**config.mk**
```make
export PLATFORM = sky130hd
export DESIGN_NAME = waypoint_steering_controller
export DESIGN_NICKNAME = d
export VERILOG_FILES = /design/src/hdl/wsc_pkg.sv /design/src/hdl/waypoint_steering_controller.sv
export VERILOG_INCLUDE_DIRS = /design/src /design/src/hdl
export SDC_FILE = /design/constraint.sdc
export NUM_CORES = 2
export LEC_CHECK = 0
export BUFFER_PORTS_ARGS = -buffer_cell sky130_fd_sc_hd__buf_2
export CAP_MARGIN = 20
export CORE_MARGIN = 2
export CORE_UTILIZATION = 55
export DETAILED_ROUTE_END_ITERATION = 6
export PLACE_DENSITY = 0.74
export SETUP_SLACK_MARGIN = 0.2
export SLEW_MARGIN = 5
export SYNTH_ARGS = -nofsm -noshare
export SYNTH_HDL_FRONTEND = slang
export SYNTH_SLANG_ARGS = --single-unit
```
**constraint.sdc**
```tcl
create_clock -name clk_i -period 10.15 [get_ports clk_i]
set_input_delay 0.5075 -clock clk_i [delete_from_list [all_inputs] [get_ports clk_i]]
set_output_delay 0.5075 -clock clk_i [all_outputs]
set_load 0.01 [all_outputs]
```
**src/hdl/waypoint_steering_controller_assert.svh**
```systemverilog
// Assertion macros for the waypoint steering controller.
`ifndef WAYPOINT_STEERING_CONTROLLER_ASSERT_SVH
`define WAYPOINT_STEERING_CONTROLLER_ASSERT_SVH
`ifndef NO_ASSERTIONS
`define WSC_ASSERT(label, clk, rst_n, prop, msg) \
  label: assert property (@(posedge clk) disable iff (!rst_n) prop) else $error(msg);
`define WSC_ASSERT_ALWAYS(label, clk, prop, msg) \
  label: assert property (@(posedge clk) prop) else $error(msg);
`else
`define WSC_ASSERT(label, clk, rst_n, prop, msg)
`define WSC_ASSERT_ALWAYS(label, clk, prop, msg)
`endif
`endif

```
**src/hdl/wsc_pkg.sv**
```systemverilog
// ----------------------------------------------------------------------------
// Waypoint steering controller package
// Types, constants and the arctangent table shared by the controller.
// ----------------------------------------------------------------------------
package wsc_pkg;

  localparam int CORDIC_STEPS_DEF = 16;
  localparam int POS_WIDTH_DEF    = 16;
  localparam int TAB_LEN          = 24;

  // Fixed-point angle constants, Q3.12 and Q7.16.
  localparam logic signed [15:0] PI_Q12      = 16'sd12868;
  localparam logic signed [15:0] HALF_PI_Q12 = 16'sd6434;
  localparam logic signed [23:0] HALF_PI_Q16 = 24'sd102944;
  localparam logic [15:0]        INV_GAIN_Q16 = 16'd39797;

  // Register indexes of the configuration port.
  localparam logic [1:0] REG_GOAL_X    = 2'd0;
  localparam logic [1:0] REG_GOAL_Y    = 2'd1;
  localparam logic [1:0] REG_FIRST_LEG = 2'd2;
  localparam logic [1:0] REG_TOL       = 2'd3;

  typedef struct packed {
    logic               action;
    logic signed [15:0] pose_x;
    logic signed [15:0] pose_y;
    logic signed [15:0] pose_heading;
  } wsc_in_t;

  typedef struct packed {
    logic signed [17:0] linear_cmd;
    logic signed [15:0] angular_cmd;
    logic               arrived;
  } wsc_out_t;

  typedef enum logic [2:0] {
    ST_IDLE,
    ST_PRE,
    ST_ITER,
    ST_MAG,
    ST_FINISH,
    ST_OUT
  } wsc_state_e;

  // Arctangent of 2^-i in units of 2^-16 rad.
  function automatic logic [15:0] atan_q16(input logic [4:0] i);
    logic [15:0] r;
    case (i)
      5'd0:  r = 16'd51472;
      5'd1:  r = 16'd30386;
      5'd2:  r = 16'd16055;
      5'd3:  r = 16'd8150;
      5'd4:  r = 16'd4091;
      5'd5:  r = 16'd2047;
      5'd6:  r = 16'd1024;
      5'd7:  r = 16'd512;
      5'd8:  r = 16'd256;
      5'd9:  r = 16'd128;
      5'd10: r = 16'd64;
      5'd11: r = 16'd32;
      5'd12: r = 16'd16;
      5'd13: r = 16'd8;
      5'd14: r = 16'd4;
      5'd15: r = 16'd2;
      5'd16: r = 16'd1;
      default: r = 16'd0;
    endcase
    return r;
  endfunction

endpackage

```
**src/hdl/waypoint_steering_controller.sv**
```systemverilog
// ----------------------------------------------------------------------------
// Waypoint steering controller
// Go-to-goal proportional steering with a sequenced CORDIC vectoring unit.
// ----------------------------------------------------------------------------
// Usage:
//   Input transactions carry an action bit and a pose. A pose sample is
//   stored; during an open leg it also runs one CORDIC vectoring pass that
//   gives distance and bearing to the goal, and at most one command
//   transaction follows. A start transaction latches the offset and heading
//   of the stored pose, runs the same pass for the goal bearing, and opens
//   a leg without a result.
//   One shared add/subtract-shift datapath does one CORDIC round a cycle.
//   After acceptance the sequencer runs the quadrant fold (ST_PRE),
//   CORDIC_STEPS rounds (ST_ITER), the gain multiply (ST_MAG) and the
//   command (ST_FINISH), then registers the result. in_ready_o stays low
//   until the result has been taken or the item finished silently, so no new
//   item is taken before the last is through; a pose outside a leg leaves
//   the block idle.
//   While the receiver stalls, the result holds in the output register and
//   no new item is taken.
//   Reset clears the stored pose, the leg state and the registers to their
//   defaults (goal 0,0, first leg set, tolerance 20). Configuration must be written
//   over the APB port while the block is idle; the block does not enforce this.
// ----------------------------------------------------------------------------
module waypoint_steering_controller #(
  parameter int CORDIC_STEPS = wsc_pkg::CORDIC_STEPS_DEF,
  parameter int POS_WIDTH    = wsc_pkg::POS_WIDTH_DEF
) (
  input  logic             clk_i,
  input  logic             rst_ni,
  input  logic             in_valid_i,
  output logic             in_ready_o,
  input  wsc_pkg::wsc_in_t in_data_i,
  output logic             out_valid_o,
  input  logic             out_ready_i,
  output wsc_pkg::wsc_out_t out_data_o,
  input  logic             psel,
  input  logic             penable,
  input  logic             pwrite,
  input  logic [3:0]       paddr,
  input  logic [31:0]      pwdata,
  output logic [31:0]      prdata,
  output logic             pready
);
  import wsc_pkg::*;

  `include "waypoint_steering_controller_assert.svh"

  localparam int DW = POS_WIDTH + 1;        // offset width
  localparam int CW = DW + 13;              // CORDIC x/y width with guard and growth
  localparam int SW = $clog2(CORDIC_STEPS + 1);

  // Configuration registers.
  logic signed [POS_WIDTH-1:0] goal_x_q, goal_y_q;
  logic                        first_leg_q;
  logic [14:0]                 tol_q;
  logic                        wr_en;
  logic [1:0]                  reg_idx;

  assign pready  = 1'b1;
  assign reg_idx = paddr[3:2];
  assign wr_en   = psel & penable & pwrite;

  always_ff @(posedge clk_i or negedge rst_ni) begin
    if (!rst_ni) begin
      goal_x_q    <= '0;
      goal_y_q    <= '0;
      first_leg_q <= 1'b1;
      tol_q       <= 15'd20;
    end else if (wr_en) begin
      case (reg_idx)
        REG_GOAL_X:    goal_x_q    <= pwdata[POS_WIDTH-1:0];
        REG_GOAL_Y:    goal_y_q    <= pwdata[POS_WIDTH-1:0];
        REG_FIRST_LEG: first_leg_q <= pwdata[0];
        REG_TOL:       tol_q       <= pwdata[14:0];
        default:       ;
      endcase
    end
  end

  // Register read back.
  always_comb begin
    case (reg_idx)
      REG_GOAL_X:    prdata = 32'(goal_x_q);
      REG_GOAL_Y:    prdata = 32'(goal_y_q);
      REG_FIRST_LEG: prdata = {31'd0, first_leg_q};
      REG_TOL:       prdata = {17'd0, tol_q};
      default:       prdata = '0;
    endcase
  end

  // Block state.
  wsc_state_e state_q, state_d;
  logic signed [POS_WIDTH-1:0] stored_x_q, stored_y_q;
  logic signed [15:0]          stored_h_q, ref_h_q, bearing_q, head_q;
  logic signed [DW-1:0]        ref_dx_q, ref_dy_q;
  logic                        leg_q, start_q;
  logic signed [CW-1:0]        cx_q, cy_q;
  logic signed [24:0]          cz_q;
  logic [SW-1:0]               step_q;
  logic [CW+15:0]              prod_q;
  wsc_out_t                    out_q;
  logic                        out_vld_q;

  logic in_acc, out_acc;
  assign in_ready_o  = (state_q == ST_IDLE);
  assign in_acc      = in_valid_i & in_ready_o;
  assign out_acc     = out_valid_o & out_ready_i;
  assign out_valid_o = out_vld_q;
  assign out_data_o  = out_q;

  // Heading wrapped once into [-pi, pi].
  logic signed [16:0] h_in, h_wr;
  always_comb begin
    h_in = 17'(in_data_i.pose_heading);
    if (h_in > 17'(PI_Q12)) h_wr = h_in - 17'sd25736;
    else if (h_in < -17'(PI_Q12)) h_wr = h_in + 17'sd25736;
    else h_wr = h_in;
  end

  // Next-state logic.
  logic cordic_done, mag_lt, mag_eq, emit;
  always_comb begin
    state_d = state_q;
    case (state_q)
      ST_IDLE: begin
        if (in_acc) begin
          if (in_data_i.action) state_d = ST_PRE;
          else if (leg_q) state_d = ST_PRE;
        end
      end
      ST_PRE:    state_d = ST_ITER;
      ST_ITER:   if (cordic_done) state_d = ST_MAG;
      ST_MAG:    state_d = ST_FINISH;
      ST_FINISH: state_d = (emit && !start_q) ? ST_OUT : ST_IDLE;
      ST_OUT:    if (out_acc) state_d = ST_IDLE;
      default:   state_d = ST_IDLE;
    endcase
  end

  always_ff @(posedge clk_i or negedge rst_ni) begin
    if (!rst_ni) state_q <= ST_IDLE;
    else state_q <= state_d;
  end

  // Offset sources for the vectoring pass.
  logic signed [DW-1:0] sdx, sdy, vx, vy;
  assign sdx = DW'(goal_x_q) - DW'(stored_x_q);
  assign sdy = DW'(goal_y_q) - DW'(stored_y_q);
  always_comb begin
    if (start_q) begin
      vx = ref_dx_q;
      vy = ref_dy_q[DW-1] ? -ref_dy_q : ref_dy_q;
    end else begin
      vx = sdx;
      vy = sdy;
    end
  end

  // Shared CORDIC rotation unit: one micro-rotation per cycle.
  logic signed [CW-1:0] xs, ys, gx, gy;
  logic signed [24:0]   at;
  assign xs = cx_q >>> step_q;
  assign ys = cy_q >>> step_q;
  assign at = 25'(atan_q16(5'(step_q)));
  assign gx = CW'(vx) <<< 10;
  assign gy = CW'(vy) <<< 10;
  assign cordic_done = (32'(step_q) == CORDIC_STEPS - 1);

  always_ff @(posedge clk_i) begin
    case (state_q)
      ST_PRE: begin
        step_q <= '0;
        if (gx < 0) begin
          if (gy >= 0) begin
            cx_q <= gy; cy_q <= -gx; cz_q <= 25'(HALF_PI_Q16);
          end else begin
            cx_q <= -gy; cy_q <= gx; cz_q <= -25'(HALF_PI_Q16);
          end
        end else begin
          cx_q <= gx; cy_q <= gy; cz_q <= '0;
        end
      end
      ST_ITER: begin
        step_q <= step_q + 1'b1;
        if (cy_q >= 0) begin
          cx_q <= cx_q + ys; cy_q <= cy_q - xs; cz_q <= cz_q + at;
        end else begin
          cx_q <= cx_q - ys; cy_q <= cy_q + xs; cz_q <= cz_q - at;
        end
      end
      ST_MAG: begin
        prod_q <= (cx_q < 0) ? '0 : (CW+16)'(cx_q) * (CW+16)'(INV_GAIN_Q16);
      end
      default: ;
    endcase
  end

  // Distance, angle and heading error.
  logic [CW+15:0]       dsum;
  logic [CW-11:0]       dist_mag;
  logic signed [24:0]   zr;
  logic signed [15:0]   phi, abs_a;
  logic signed [17:0]   e0, e;
  logic signed [17:0]   dal, sa;
  assign dsum     = prod_q + (CW+16)'(33554432);
  assign dist_mag = dsum[CW+15:26] ;
  assign zr    = (cz_q + 25'sd8) >>> 4;
  assign phi   = zr[15:0];
  assign abs_a = phi[15] ? -phi : phi;
  assign mag_lt = 32'(dist_mag) < 32'(tol_q);
  assign mag_eq = 32'(dist_mag) == 32'(tol_q);
  always_comb begin
    e0 = 18'(phi) - 18'(head_q);
    if (e0 > 18'(PI_Q12)) e = e0 - 18'sd25736;
    else if (e0 < -18'(PI_Q12)) e = e0 + 18'sd25736;
    else e = e0;
    dal = e[17] ? -e : e;
    if (dal > 18'(PI_Q12)) dal = 18'(PI_Q12);
    if (dal <= 18'(HALF_PI_Q12)) sa = e;
    else sa = e[17] ? -(18'(PI_Q12) - dal) : 18'(PI_Q12) - dal;
  end

  // Branch tree of later legs.
  logic        tv, tp, t2;
  logic signed [1:0] sl, sg;
  logic        rv;
  logic signed [15:0] t, tg;
  always_comb begin
    t = ref_h_q; tg = bearing_q;
    tv = 1'b1; t2 = 1'b0; sl = 2'sd1; sg = -2'sd1; rv = 1'b0;
    tp = ref_dy_q > 0;
    if (t > 0 && t != PI_Q12) begin
      if (ref_dy_q > 0) begin
        sl = 2'sd1; sg = (tg <= t) ? -2'sd1 : 2'sd1; rv = 1'b0;
      end else if (ref_dy_q < 0) begin
        sl = -2'sd1; sg = (PI_Q12 - tg <= t) ? -2'sd1 : 2'sd1; rv = 1'b1;
      end else if (ref_dx_q > 0) begin
        if (t > HALF_PI_Q12) begin sl = -2'sd1; sg = 2'sd1; rv = 1'b1; end
        else begin sl = 2'sd1; sg = -2'sd1; rv = 1'b0; end
      end else begin
        if (t > HALF_PI_Q12) begin sl = 2'sd1; sg = 2'sd1; rv = 1'b0; end
        else begin sl = -2'sd1; sg = -2'sd1; rv = 1'b1; end
      end
    end else if (t < 0 && t != -PI_Q12) begin
      if (ref_dy_q > 0) begin
        sl = -2'sd1; sg = (-PI_Q12 + tg <= t) ? -2'sd1 : 2'sd1; rv = 1'b1;
      end else if (ref_dy_q < 0) begin
        sl = 2'sd1; sg = (-tg <= t) ? -2'sd1 : 2'sd1; rv = 1'b0;
      end else if (ref_dx_q > 0) begin
        if (t >= -HALF_PI_Q12) begin sl = 2'sd1; sg = 2'sd1; rv = 1'b0; end
        else begin sl = -2'sd1; sg = -2'sd1; rv = 1'b1; end
      end else begin
        if (t >= -HALF_PI_Q12) begin sl = -2'sd1; sg = 2'sd1; rv = 1'b1; end
        else begin sl = 2'sd1; sg = -2'sd1; rv = 1'b0; end
      end
    end else if (t != 0) begin
      if (tp) begin
        if (tg <= HALF_PI_Q12) begin sl = -2'sd1; sg = 2'sd1; rv = 1'b1; end
        else begin sl = 2'sd1; sg = -2'sd1; rv = 1'b0; end
      end else if (ref_dy_q < 0) begin
        if (tg <= HALF_PI_Q12) begin sl = -2'sd1; sg = -2'sd1; rv = 1'b1; end
        else begin sl = 2'sd1; sg = 2'sd1; rv = 1'b0; end
      end else if (ref_dx_q > 0) begin t2 = 1'b1; sl = -2'sd1; end
      else if (ref_dx_q < 0) begin t2 = 1'b1; sl = 2'sd1; end
      else tv = 1'b0;
    end else begin
      if (tp) begin
        if (tg <= HALF_PI_Q12) begin sl = -2'sd1; sg = 2'sd1; rv = 1'b1; end
        else begin sl = 2'sd1; sg = -2'sd1; rv = 1'b0; end
      end else if (ref_dy_q < 0) begin
        if (tg <= HALF_PI_Q12) begin sl = 2'sd1; sg = -2'sd1; rv = 1'b0; end
        else begin sl = -2'sd1; sg = 2'sd1; rv = 1'b1; end
      end else if (ref_dx_q > 0) begin t2 = 1'b1; sl = 2'sd1; end
      else if (ref_dx_q < 0) begin t2 = 1'b1; sl = -2'sd1; end
      else tv = 1'b0;
    end
  end

  // Command arithmetic and saturation.
  logic signed [CW+2:0] dd, lin_w, lin_m;
  logic signed [20:0]   base, mm, ang_w;
  logic signed [17:0]   lin_s;
  logic signed [15:0]   ang_s;
  always_comb begin
    dd    = (CW+3)'(dist_mag);
    base  = rv ? 21'(PI_Q12) - 21'(dal) : 21'(dal);
    mm    = (21'sd9 * base + 21'sd2) >>> 2;
    lin_m = ((CW+3)'(3) * dd + (CW+3)'(1)) >>> 1;
    if (first_leg_q) begin
      lin_w = dd;
      ang_w = 21'(sa) <<< 1;
    end else if (t2) begin
      lin_w = (sl < 0) ? -(dd <<< 1) : (dd <<< 1);
      ang_w = '0;
    end else begin
      lin_w = (sl < 0) ? -lin_m : lin_m;
      ang_w = (sg < 0) ? -mm : mm;
    end
    if (lin_w > (CW+3)'(131071)) lin_s = 18'sd131071;
    else if (lin_w < -(CW+3)'(131072)) lin_s = -18'sd131072;
    else lin_s = lin_w[17:0];
    if (ang_w > 21'sd32767) ang_s = 16'sd32767;
    else if (ang_w < -21'sd32768) ang_s = -16'sd32768;
    else ang_s = ang_w[15:0];
    emit = mag_lt || (!mag_eq && (first_leg_q || tv));
  end

  // Pose, leg and start bookkeeping.
  always_ff @(posedge clk_i or negedge rst_ni) begin
    if (!rst_ni) begin
      stored_x_q <= '0; stored_y_q <= '0; stored_h_q <= '0;
      ref_dx_q <= '0; ref_dy_q <= '0; ref_h_q <= '0; bearing_q <= '0;
      leg_q <= 1'b0; start_q <= 1'b0; head_q <= '0;
      out_vld_q <= 1'b0; out_q <= '0;
    end else begin
      if (in_acc) begin
        start_q <= in_data_i.action;
        if (in_data_i.action) begin
          ref_dx_q <= sdx;
          ref_dy_q <= sdy;
          ref_h_q  <= stored_h_q;
          leg_q    <= 1'b1;
        end else begin
          stored_x_q <= POS_WIDTH'(in_data_i.pose_x);
          stored_y_q <= POS_WIDTH'(in_data_i.pose_y);
          stored_h_q <= h_wr[15:0];
          head_q     <= h_wr[15:0];
        end
      end
      if (state_q == ST_FINISH) begin
        if (start_q) begin
          if (ref_dx_q == 0 && ref_dy_q == 0) bearing_q <= '0;
          else bearing_q <= (abs_a > PI_Q12) ? PI_Q12 : abs_a;
        end else if (emit) begin
          out_vld_q <= 1'b1;
          if (mag_lt) begin
            leg_q <= 1'b0;
            out_q <= '{linear_cmd: '0, angular_cmd: '0, arrived: 1'b1};
          end else begin
            out_q <= '{linear_cmd: lin_s, angular_cmd: ang_s, arrived: 1'b0};
          end
        end
      end
      if (out_acc) out_vld_q <= 1'b0;
    end
  end

  `WSC_ASSERT(a_no_accept_busy, clk_i, rst_ni, in_acc |-> (state_q == ST_IDLE && !out_vld_q), "accept while busy")
  `WSC_ASSERT(a_out_only_in_out, clk_i, rst_ni, out_vld_q |-> (state_q == ST_OUT), "result outside output state")
  `WSC_ASSERT(a_arrive_closes, clk_i, rst_ni, (out_acc && out_q.arrived) |-> !leg_q, "arrival left leg open")
  `WSC_ASSERT(a_arrive_zero, clk_i, rst_ni, (out_vld_q && out_q.arrived) |-> (out_q.linear_cmd == 0 && out_q.angular_cmd == 0), "arrival with nonzero command")

endmodule
```
; ---- Word-level counts from Yosys, hierarchy flattened
; Memory sizes are Yosys's and may differ from the RTL's. A register that Yosys moved wholly into a read port is not among the register bits.
; Index checks and enable logic that the tools add are counted.
[op_classes]
addsub = 32
mul = 3
order_cmp = 31
n_eq_ne = 17
shift = 2
muxes = 122
bitwise_logic = 6
reduce_logical = 27
[ops]
columns = cell, n
row1 = 30-bit 2-to-1 mux, 6
row2 = 18-bit 2-to-1 mux, 8
row3 = 33-bit 2-to-1 mux, 4
row4 = 32-bit one-hot mux with 4 select lines, 1
row5 = 30-bit one-hot mux with 2 select lines, 2
row6 = 16-bit 2-to-1 mux, 7
row7 = 21-bit 2-to-1 mux, 4
row8 = 25-bit 2-to-1 mux, 3
row9 = 2-bit 2-to-1 mux, 34
row10 = 16-bit less-or-equal comparator, 4
row11 = 32-bit logical NOT, 2
row12 = 30-bit adder, 2
row13 = 27-bit negator with 30-bit output, 2
row14 = 30-bit by 5-bit >>> shifter with 30-bit output, 2
row15 = 30-bit subtractor, 2
row16 = 17-bit 2-to-1 mux, 3
row17 = 16-bit by 16-bit subtractor with 17-bit output, 3
row18 = 25-bit one-hot mux with 2 select lines, 1
row19 = "46-bit by 26-bit adder with 46-bit output, second input constant", 1
row20 = "30-bit by 17-bit multiplier with 46-bit output, second input constant", 1
row21 = 1-bit 2-to-1 mux, 39
row22 = 18-bit negator, 2
row23 = 35-bit 2-to-1 mux, 1
row24 = "17-bit by 1-bit > comparator with 1-bit output, second input constant", 2
row25 = 70 further kinds, 104
[word_totals]
regBits = 339
rom_bits = 512
output_inout_bits = 70
elab_cells = 264
memories = 1
[memory_table]
columns = memory, depth, width, read_ports, rd_clocked_by_memory_dff, wr, line
row1 = (name not given), 32, 16, 1, 1, 0, wsc_pkg.sv:48  ; case (i)

; ---- Longest topological paths before layout
[logic_depth]
ltp_word = 21
mapped_depth = 57
mapped_depth_nobuf = 52

; ---- Least setup slack after synthesis
; No wires, ideal clock.
[synth_timing]
path_type = flip-flop to flip-flop
start = register cz_q[3]
end = register out_q (netlist bit out_data_o[15])
setup_time_ns = 0.121
arrival_time_ns = 10.931
slack_ns = -0.902
path_stages_with_launch = 52
cell_sequence = edfxtp_1 > ha_1 > inv_1 > ha_1 > fa_1 > nand2b_1 > a21oi_1 > xor2_1 > inv_1 > ha_1 > nand4_1 > o311ai_0 > a211oi_1 > a21oi_1 > o311ai_1 > nand4b_1 > nand3_4 > a22oi_1 > [... 16 more ...] > a21oi_1 > o21bai_1 > a21oi_1 > o21bai_1 > a21oi_1 > o21ai_0 > a21o_1 > a21oi_1 > o21ai_0 > xor2_1 > nand3b_1 > nor3b_1 > a21oi_1 > nor3_1 > a211o_1 > a21oi_2 > or3_1 > a22o_1
[synth_between]
elab_chain_len = 21
[synth_rtl]
columns = element, line
row1 = from (decl), waypoint_steering_controller.sv:99  ; logic signed [24:0] cz_q;
row2 = from (signal assigned), waypoint_steering_controller.sv:176  ; cx_q <= gy; cy_q <= -gx; cz_q <= 25'(HALF_PI_Q16);
row3 = from (signal assigned), waypoint_steering_controller.sv:178  ; cx_q <= -gy; cy_q <= gx; cz_q <= -25'(HALF_PI_Q16);
row4 = from (signal assigned), waypoint_steering_controller.sv:187  ; cx_q <= cx_q + ys; cy_q <= cy_q - xs; cz_q <= cz_q + at;
row5 = 20-bit by 5-bit adder with 20-bit output (*), waypoint_steering_controller.sv:208  ; assign zr = (cz_q + 25'sd8) >>> 4;
row6 = 16-bit by 16-bit subtractor with 17-bit output (*), waypoint_steering_controller.sv:214  ; e0 = 18'(phi) - 18'(head_q);
row7 = 17-bit by 16-bit adder with 18-bit output or 17-bit by 15-bit < comparator with 1-bit output (tied branches), waypoint_steering_controller.sv:216  ; else if (e0 < -18'(PI_Q12)) e = e0 + 18'sd25736;
row8 = 18-bit 2-to-1 mux, waypoint_steering_controller.sv:216
row9 = 18-bit 2-to-1 mux (*), waypoint_steering_controller.sv:215  ; if (e0 > 18'(PI_Q12)) e = e0 - 18'sd25736;
row10 = 18-bit negator, waypoint_steering_controller.sv:218  ; dal = e[17] ? -e : e;
row11 = 18-bit 2-to-1 mux, waypoint_steering_controller.sv:218
row12 = 18-bit by 15-bit > comparator with 1-bit output, waypoint_steering_controller.sv:219  ; if (dal > 18'(PI_Q12)) dal = 18'(PI_Q12);
row13 = [... 5 more ...], --
row14 = 19-bit negator with 21-bit output, waypoint_steering_controller.sv:298  ; ang_w = (sg < 0) ? -mm : mm;
row15 = 21-bit 2-to-1 mux, waypoint_steering_controller.sv:298
row16 = 21-bit 2-to-1 mux, waypoint_steering_controller.sv:293  ; end else if (t2) begin
row17 = 21-bit 2-to-1 mux (*), waypoint_steering_controller.sv:290  ; if (first_leg_q) begin
row18 = 21-bit by 16-bit < comparator with 1-bit output, waypoint_steering_controller.sv:304  ; else if (ang_w < -21'sd32768) ang_s = -16'sd32768;
row19 = 16-bit 2-to-1 mux, waypoint_steering_controller.sv:304
row20 = 16-bit 2-to-1 mux (*), waypoint_steering_controller.sv:303  ; if (ang_w > 21'sd32767) ang_s = 16'sd32767;
row21 = 35-bit 2-to-1 mux (*), waypoint_steering_controller.sv:337  ; if (mag_lt) begin
row22 = to (signal assigned), waypoint_steering_controller.sv:339  ; out_q <= '{linear_cmd: '0, angular_cmd: '0, arrived: 1'b1};
row23 = to (signal assigned), waypoint_steering_controller.sv:341  ; out_q <= '{linear_cmd: lin_s, angular_cmd: ang_s, arrived: 1'b0};
row24 = to (decl), waypoint_steering_controller.sv:102  ; wsc_out_t out_q;
; Mark *: on every way between the ends. The rest lies on a longest branch, timed or not.
; A chain may end at the register's enable or synchronous reset.

; ---- Worst setup path after layout
[layout_timing]
start = register cz_q[3]
end = register out_q (netlist bit out_data_o[3])
; Same word-level chain as after synthesis.

==> impl_results.rst <==
.. list-table::
   :header-rows: 1

   * - Metric
     - Value
   * - Final weighted congestion in routability-driven placement
     - 0.954
   * - Rows
     - 104
   * - Count of unique library cells instantiated by Yosys
     - 114
   * - Relative slew margins
     - 0.288
   * - Worst Skew
     - 37.3 ps
   * - Outcome
     - finished, violations left
   * - Top_reg_cell synth
     - sky130_fd_sc_hd__dfrtp_1
   * - Die Width
     - 289 microns
   * - Fraction of post-synthesis cell area in the top cell type by area
     - 0.142
   * - Post-layout instance area
     - 50,700 sq um
   * - Routed metal-1 wire length
     - 56,700 microns
   * - Total wire length after detailed routing
     - 129,000 microns
   * - Arrival time at the worst endpoint
     - 10,880 ps
   * - Post-route antenna net violation count
     - 0
   * - Achievable frequency
     - 96.2 MHz
   * - Dominant cell type by area after synthesis
     - sky130_fd_sc_hd__ha_1
   * - Clock sinks
     - 325
   * - Clock period minus worst slack
     - 10,390 ps
   * - Count of state elements after synthesis
     - 325
   * - Count of endpoints failing hold in the final timing report
     - 0
   * - Synthesis-to-layout area growth
     - 13.3%
   * - Fraction of final layout cells sized beyond drive strength 1
     - 0.154
   * - Routed length on met3
     - 9510 microns
   * - H-tree levels
     - 2
   * - Per-instance average area after synthesis
     - 8.42 sq um
   * - Least-Margin Pin Slew
     - 1060 ps
   * - Most frequent cells in the layout
     - sky130_fd_sc_hd__inv_1 (616), sky130_fd_sc_hd__ha_1 (493), sky130_fd_sc_hd__nand2_1 (492)
   * - Placed Area
     - 48,200 sq um
   * - Via count
     - 39,800
   * - Net Count, Synth
     - 6,161
   * - Maximum number of pins on one net before global-route repair
     - 88
   * - Post-detail-place hpwl
     - 102,000 microns
   * - Clock-pin slew of the registers on the worst-case setup and hold paths
     - 60 ps
   * - Number of I/O port buffers
     - 142
   * - Ratio of routed vias to standard cells
     - 5.96
   * - Grt total ovfl
     - 0
   * - WL met2
     - 58,600 microns
   * - Master cell of the clock root buffer
     - sky130_fd_sc_hd__clkbuf_16
   * - Area of the multi-input gates
     - 33,900 sq um
   * - Deepest clock path buffer count
     - 3
   * - DRT Pass-1 Iters
     - 7
   * - Sequential standard cell area
     - 8590 sq um
   * - Sort of element at the end of the critical path
     - flop
   * - Boundary pin count
     - 162
   * - First-pass GRT wire length
     - 204,000 microns
   * - Failing checks
     - design-rule violations, negative setup slack
   * - Cell types occupying the most area after synthesis
     - sky130_fd_sc_hd__ha_1 (14%), sky130_fd_sc_hd__dfrtp_1 (11%), sky130_fd_sc_hd__fa_1 (11%)
   * - Max-slew violation total from the final report
     - 0
   * - Unrepaired setup endpoints after global routing
     - true
   * - Kind of critical path
     - reg2reg
   * - Highest routed metal layer
     - met5
   * - Clock latency of the later-clocked register in the worst-skew pair
     - 600 ps
   * - DRC marker count from the first detailed-route iteration
     - 3,563
   * - Final-report setup violation count
     - 15
   * - Highest cell delay on the worst timing path
     - 430 ps
   * - Netlist area before placement
     - 44,800 sq um
   * - Fraction of the cycle the final worst path needs
     - 1.02
   * - Number of enable-type register cells in the synthesized netlist
     - 106
   * - Number of instances in the synthesized netlist
     - 5,320
   * - Clock tree from TritonCTS
     - built
   * - Std-Cell Core Area
     - 80,500 sq um
   * - Floorplan die area
     - 83,700 sq um
   * - Total number of yosys warnings
     - 0
   * - Setup TNS
     - -3240 ps
   * - Clock buffers created by TritonCTS
     - 40
   * - Crit-path max FO
     - 7
   * - Leading cell type in the layout, fill and taps excluded
     - sky130_fd_sc_hd__inv_1
   * - Wire length per cell
     - 19.4 microns
   * - Path type of the worst min-delay path
     - in2reg
   * - Synth async-reset ratio
     - 0.625
   * - Die span in y
     - 289 microns
   * - Share of the yosys chip area belonging to registers
     - 0.192
   * - Slowest-stage cell, CP
     - sky130_fd_sc_hd__edfxtp_1
   * - Smallest setup slack after layout
     - -240 ps
   * - Critical Path Source Type
     - flop
   * - Overall Global Routing Usage
     - 0.303
   * - Number of fillers in the final layout
     - 6,839
   * - Library cell appearing most often on the critical path
     - sky130_fd_sc_hd__ha_4
   * - Max-Cap Viols
     - 0
   * - DRC violations left
     - 5
   * - Number of antenna violations at the first check in global routing
     - 2
   * - Total Nets Final
     - 6,432
   * - Via count of the first global-routing pass
     - 38,100
   * - Required time of the critical path
     - 10,640 ps
   * - Starting density of the core
     - 0.556
flip-flops by register name, indices dropped and copies added, names as in the netlist:
name / count
cx_q: 30
out_data_o: 35
start_q: 1
head_q: 16
ref_dx_q: 17
cz_q: 20
stored_y_q: 16
first_leg_q: 1
goal_y_q: 16
ref_dy_q: 17
prod_q: 21
cy_q: 30
bearing_q: 16
ref_h_q: 16
stored_x_q: 16
tol_q: 15
goal_x_q: 16
out_valid_o: 1
state_q: 3
at: 16
step_q: 5
leg_q: 1
per-layer routing:
layer  GRT usage  vias to the layer above
li1            -                    19100
met3      0.0382                      256
met5           0                        -
met2       0.483                     1436
met4       0.102                        2
met1       0.425                    19100
cell type report:
| type | count | share of cell area |
|---|---|---|
| Multi-Input combinational cell | 4144 | 0.667 |
| Sequential cell | 325 | 0.169 |
| Inverter | 625 | 0.0463 |
| Tap cell | 1060 | 0.0261 |
| Clock inverter | 13 | 0.00377 |
| Clock buffer | 59 | 0.0240 |
| Timing Repair Buffer | 455 | 0.0633 |
| Antenna cell | 1 | 0.0000493 |
synthesized netlist by cell type (16+ instances only):
cell type,count
sky130_fd_sc_hd__nor2b_1,40
sky130_fd_sc_hd__nor4_1,32
sky130_fd_sc_hd__nand2_1,497
sky130_fd_sc_hd__or2_2,25
sky130_fd_sc_hd__dfxtp_1,16
sky130_fd_sc_hd__a21boi_0,24
sky130_fd_sc_hd__nor3_1,87
sky130_fd_sc_hd__ha_1,509
sky130_fd_sc_hd__buf_1,22
sky130_fd_sc_hd__a21oi_1,305
sky130_fd_sc_hd__a221o_1,16
sky130_fd_sc_hd__buf_4,19
sky130_fd_sc_hd__o31ai_1,33
sky130_fd_sc_hd__nor2_1,344
sky130_fd_sc_hd__nand3_1,90
sky130_fd_sc_hd__a31oi_1,32
sky130_fd_sc_hd__a21o_1,82
sky130_fd_sc_hd__inv_1,622
sky130_fd_sc_hd__and2_1,48
sky130_fd_sc_hd__o211ai_1,43
sky130_fd_sc_hd__o22ai_1,24
sky130_fd_sc_hd__fa_1,240
sky130_fd_sc_hd__nand2b_1,67
sky130_fd_sc_hd__o21bai_1,49
sky130_fd_sc_hd__dfrtp_1,200
sky130_fd_sc_hd__a211o_1,19
sky130_fd_sc_hd__o21ai_1,17
sky130_fd_sc_hd__or3_1,62
sky130_fd_sc_hd__xnor2_1,284
sky130_fd_sc_hd__and3_1,48
sky130_fd_sc_hd__clkbuf_1,173
sky130_fd_sc_hd__a211oi_1,48
sky130_fd_sc_hd__mux4_2,39
sky130_fd_sc_hd__xor2_1,154
sky130_fd_sc_hd__o21a_1,28
sky130_fd_sc_hd__edfxtp_1,106
sky130_fd_sc_hd__nor3b_1,18
sky130_fd_sc_hd__mux2_2,81
sky130_fd_sc_hd__mux2i_1,68
sky130_fd_sc_hd__nand4_1,50
sky130_fd_sc_hd__o21ai_0,401
final timing paths:
check | startpoint | end | slack [ps] | depth (start not counted)
max | cz_q[3] | out_data_o[3] | -240 | 58
min | in_data_i[18] | stored_y_q[2] | 110 | 3
max reg2reg | cz_q[3] | out_data_o[3] | -240 | 58
min reg2reg | head_q[14] | head_q[14] | 480 | 2
max in group asynchronous | rst_ni | out_data_o[19] | 8150 | 4
min in group asynchronous | rst_ni | head_q[2] | 480 | 2
critical path: cells and delay by family (launching register included):
family	cells	cell delay, ps
simple gates	14	2130
xor+xnor	2	280
fa+ha+maj	7	1660
compound gates	25	4530
buf+inv	10	1250
flops	1	430
kinds of logic after synthesis:
group           after synthesis  share of synthesized area
other cells                   2                   0.000168
xor+xnor                    443                     0.0875
flops                       325                      0.192
fa+ha+maj                   749                      0.249
simple gates               1466                      0.158
mux                         189                     0.0554
compound gates             1294                      0.184
buf+inv                     852                     0.0741
timing repair:
action | 4_1_cts | 5_1_grt
hold endpoints to repair | 68 | 0
gates cloned | 2 | 0
buffers inserted | 22 | 13
endpoints found under the setup margin | 16 | 16
hold buffers | 1 | 0
pin swaps | 60 | 60
gates resized for setup | 54 | 74
through the flow:
step	cells	util	hold slack, ps	setup WS, ps
2_1_floorplan	5320	-	212	-20.0
3_3_place_gp	6565	0.599	448	-250
3_5_place_dp	6566	0.599	473	-496
4_1_cts	6663	0.622	90.7	-227
5_1_grt	6682	0.630	110	-678
6_report	6682	0.630	115	-240
Power is not shown: default switching activity piles up to over one toggle a cycle in this logic, so the estimate is an artifact.
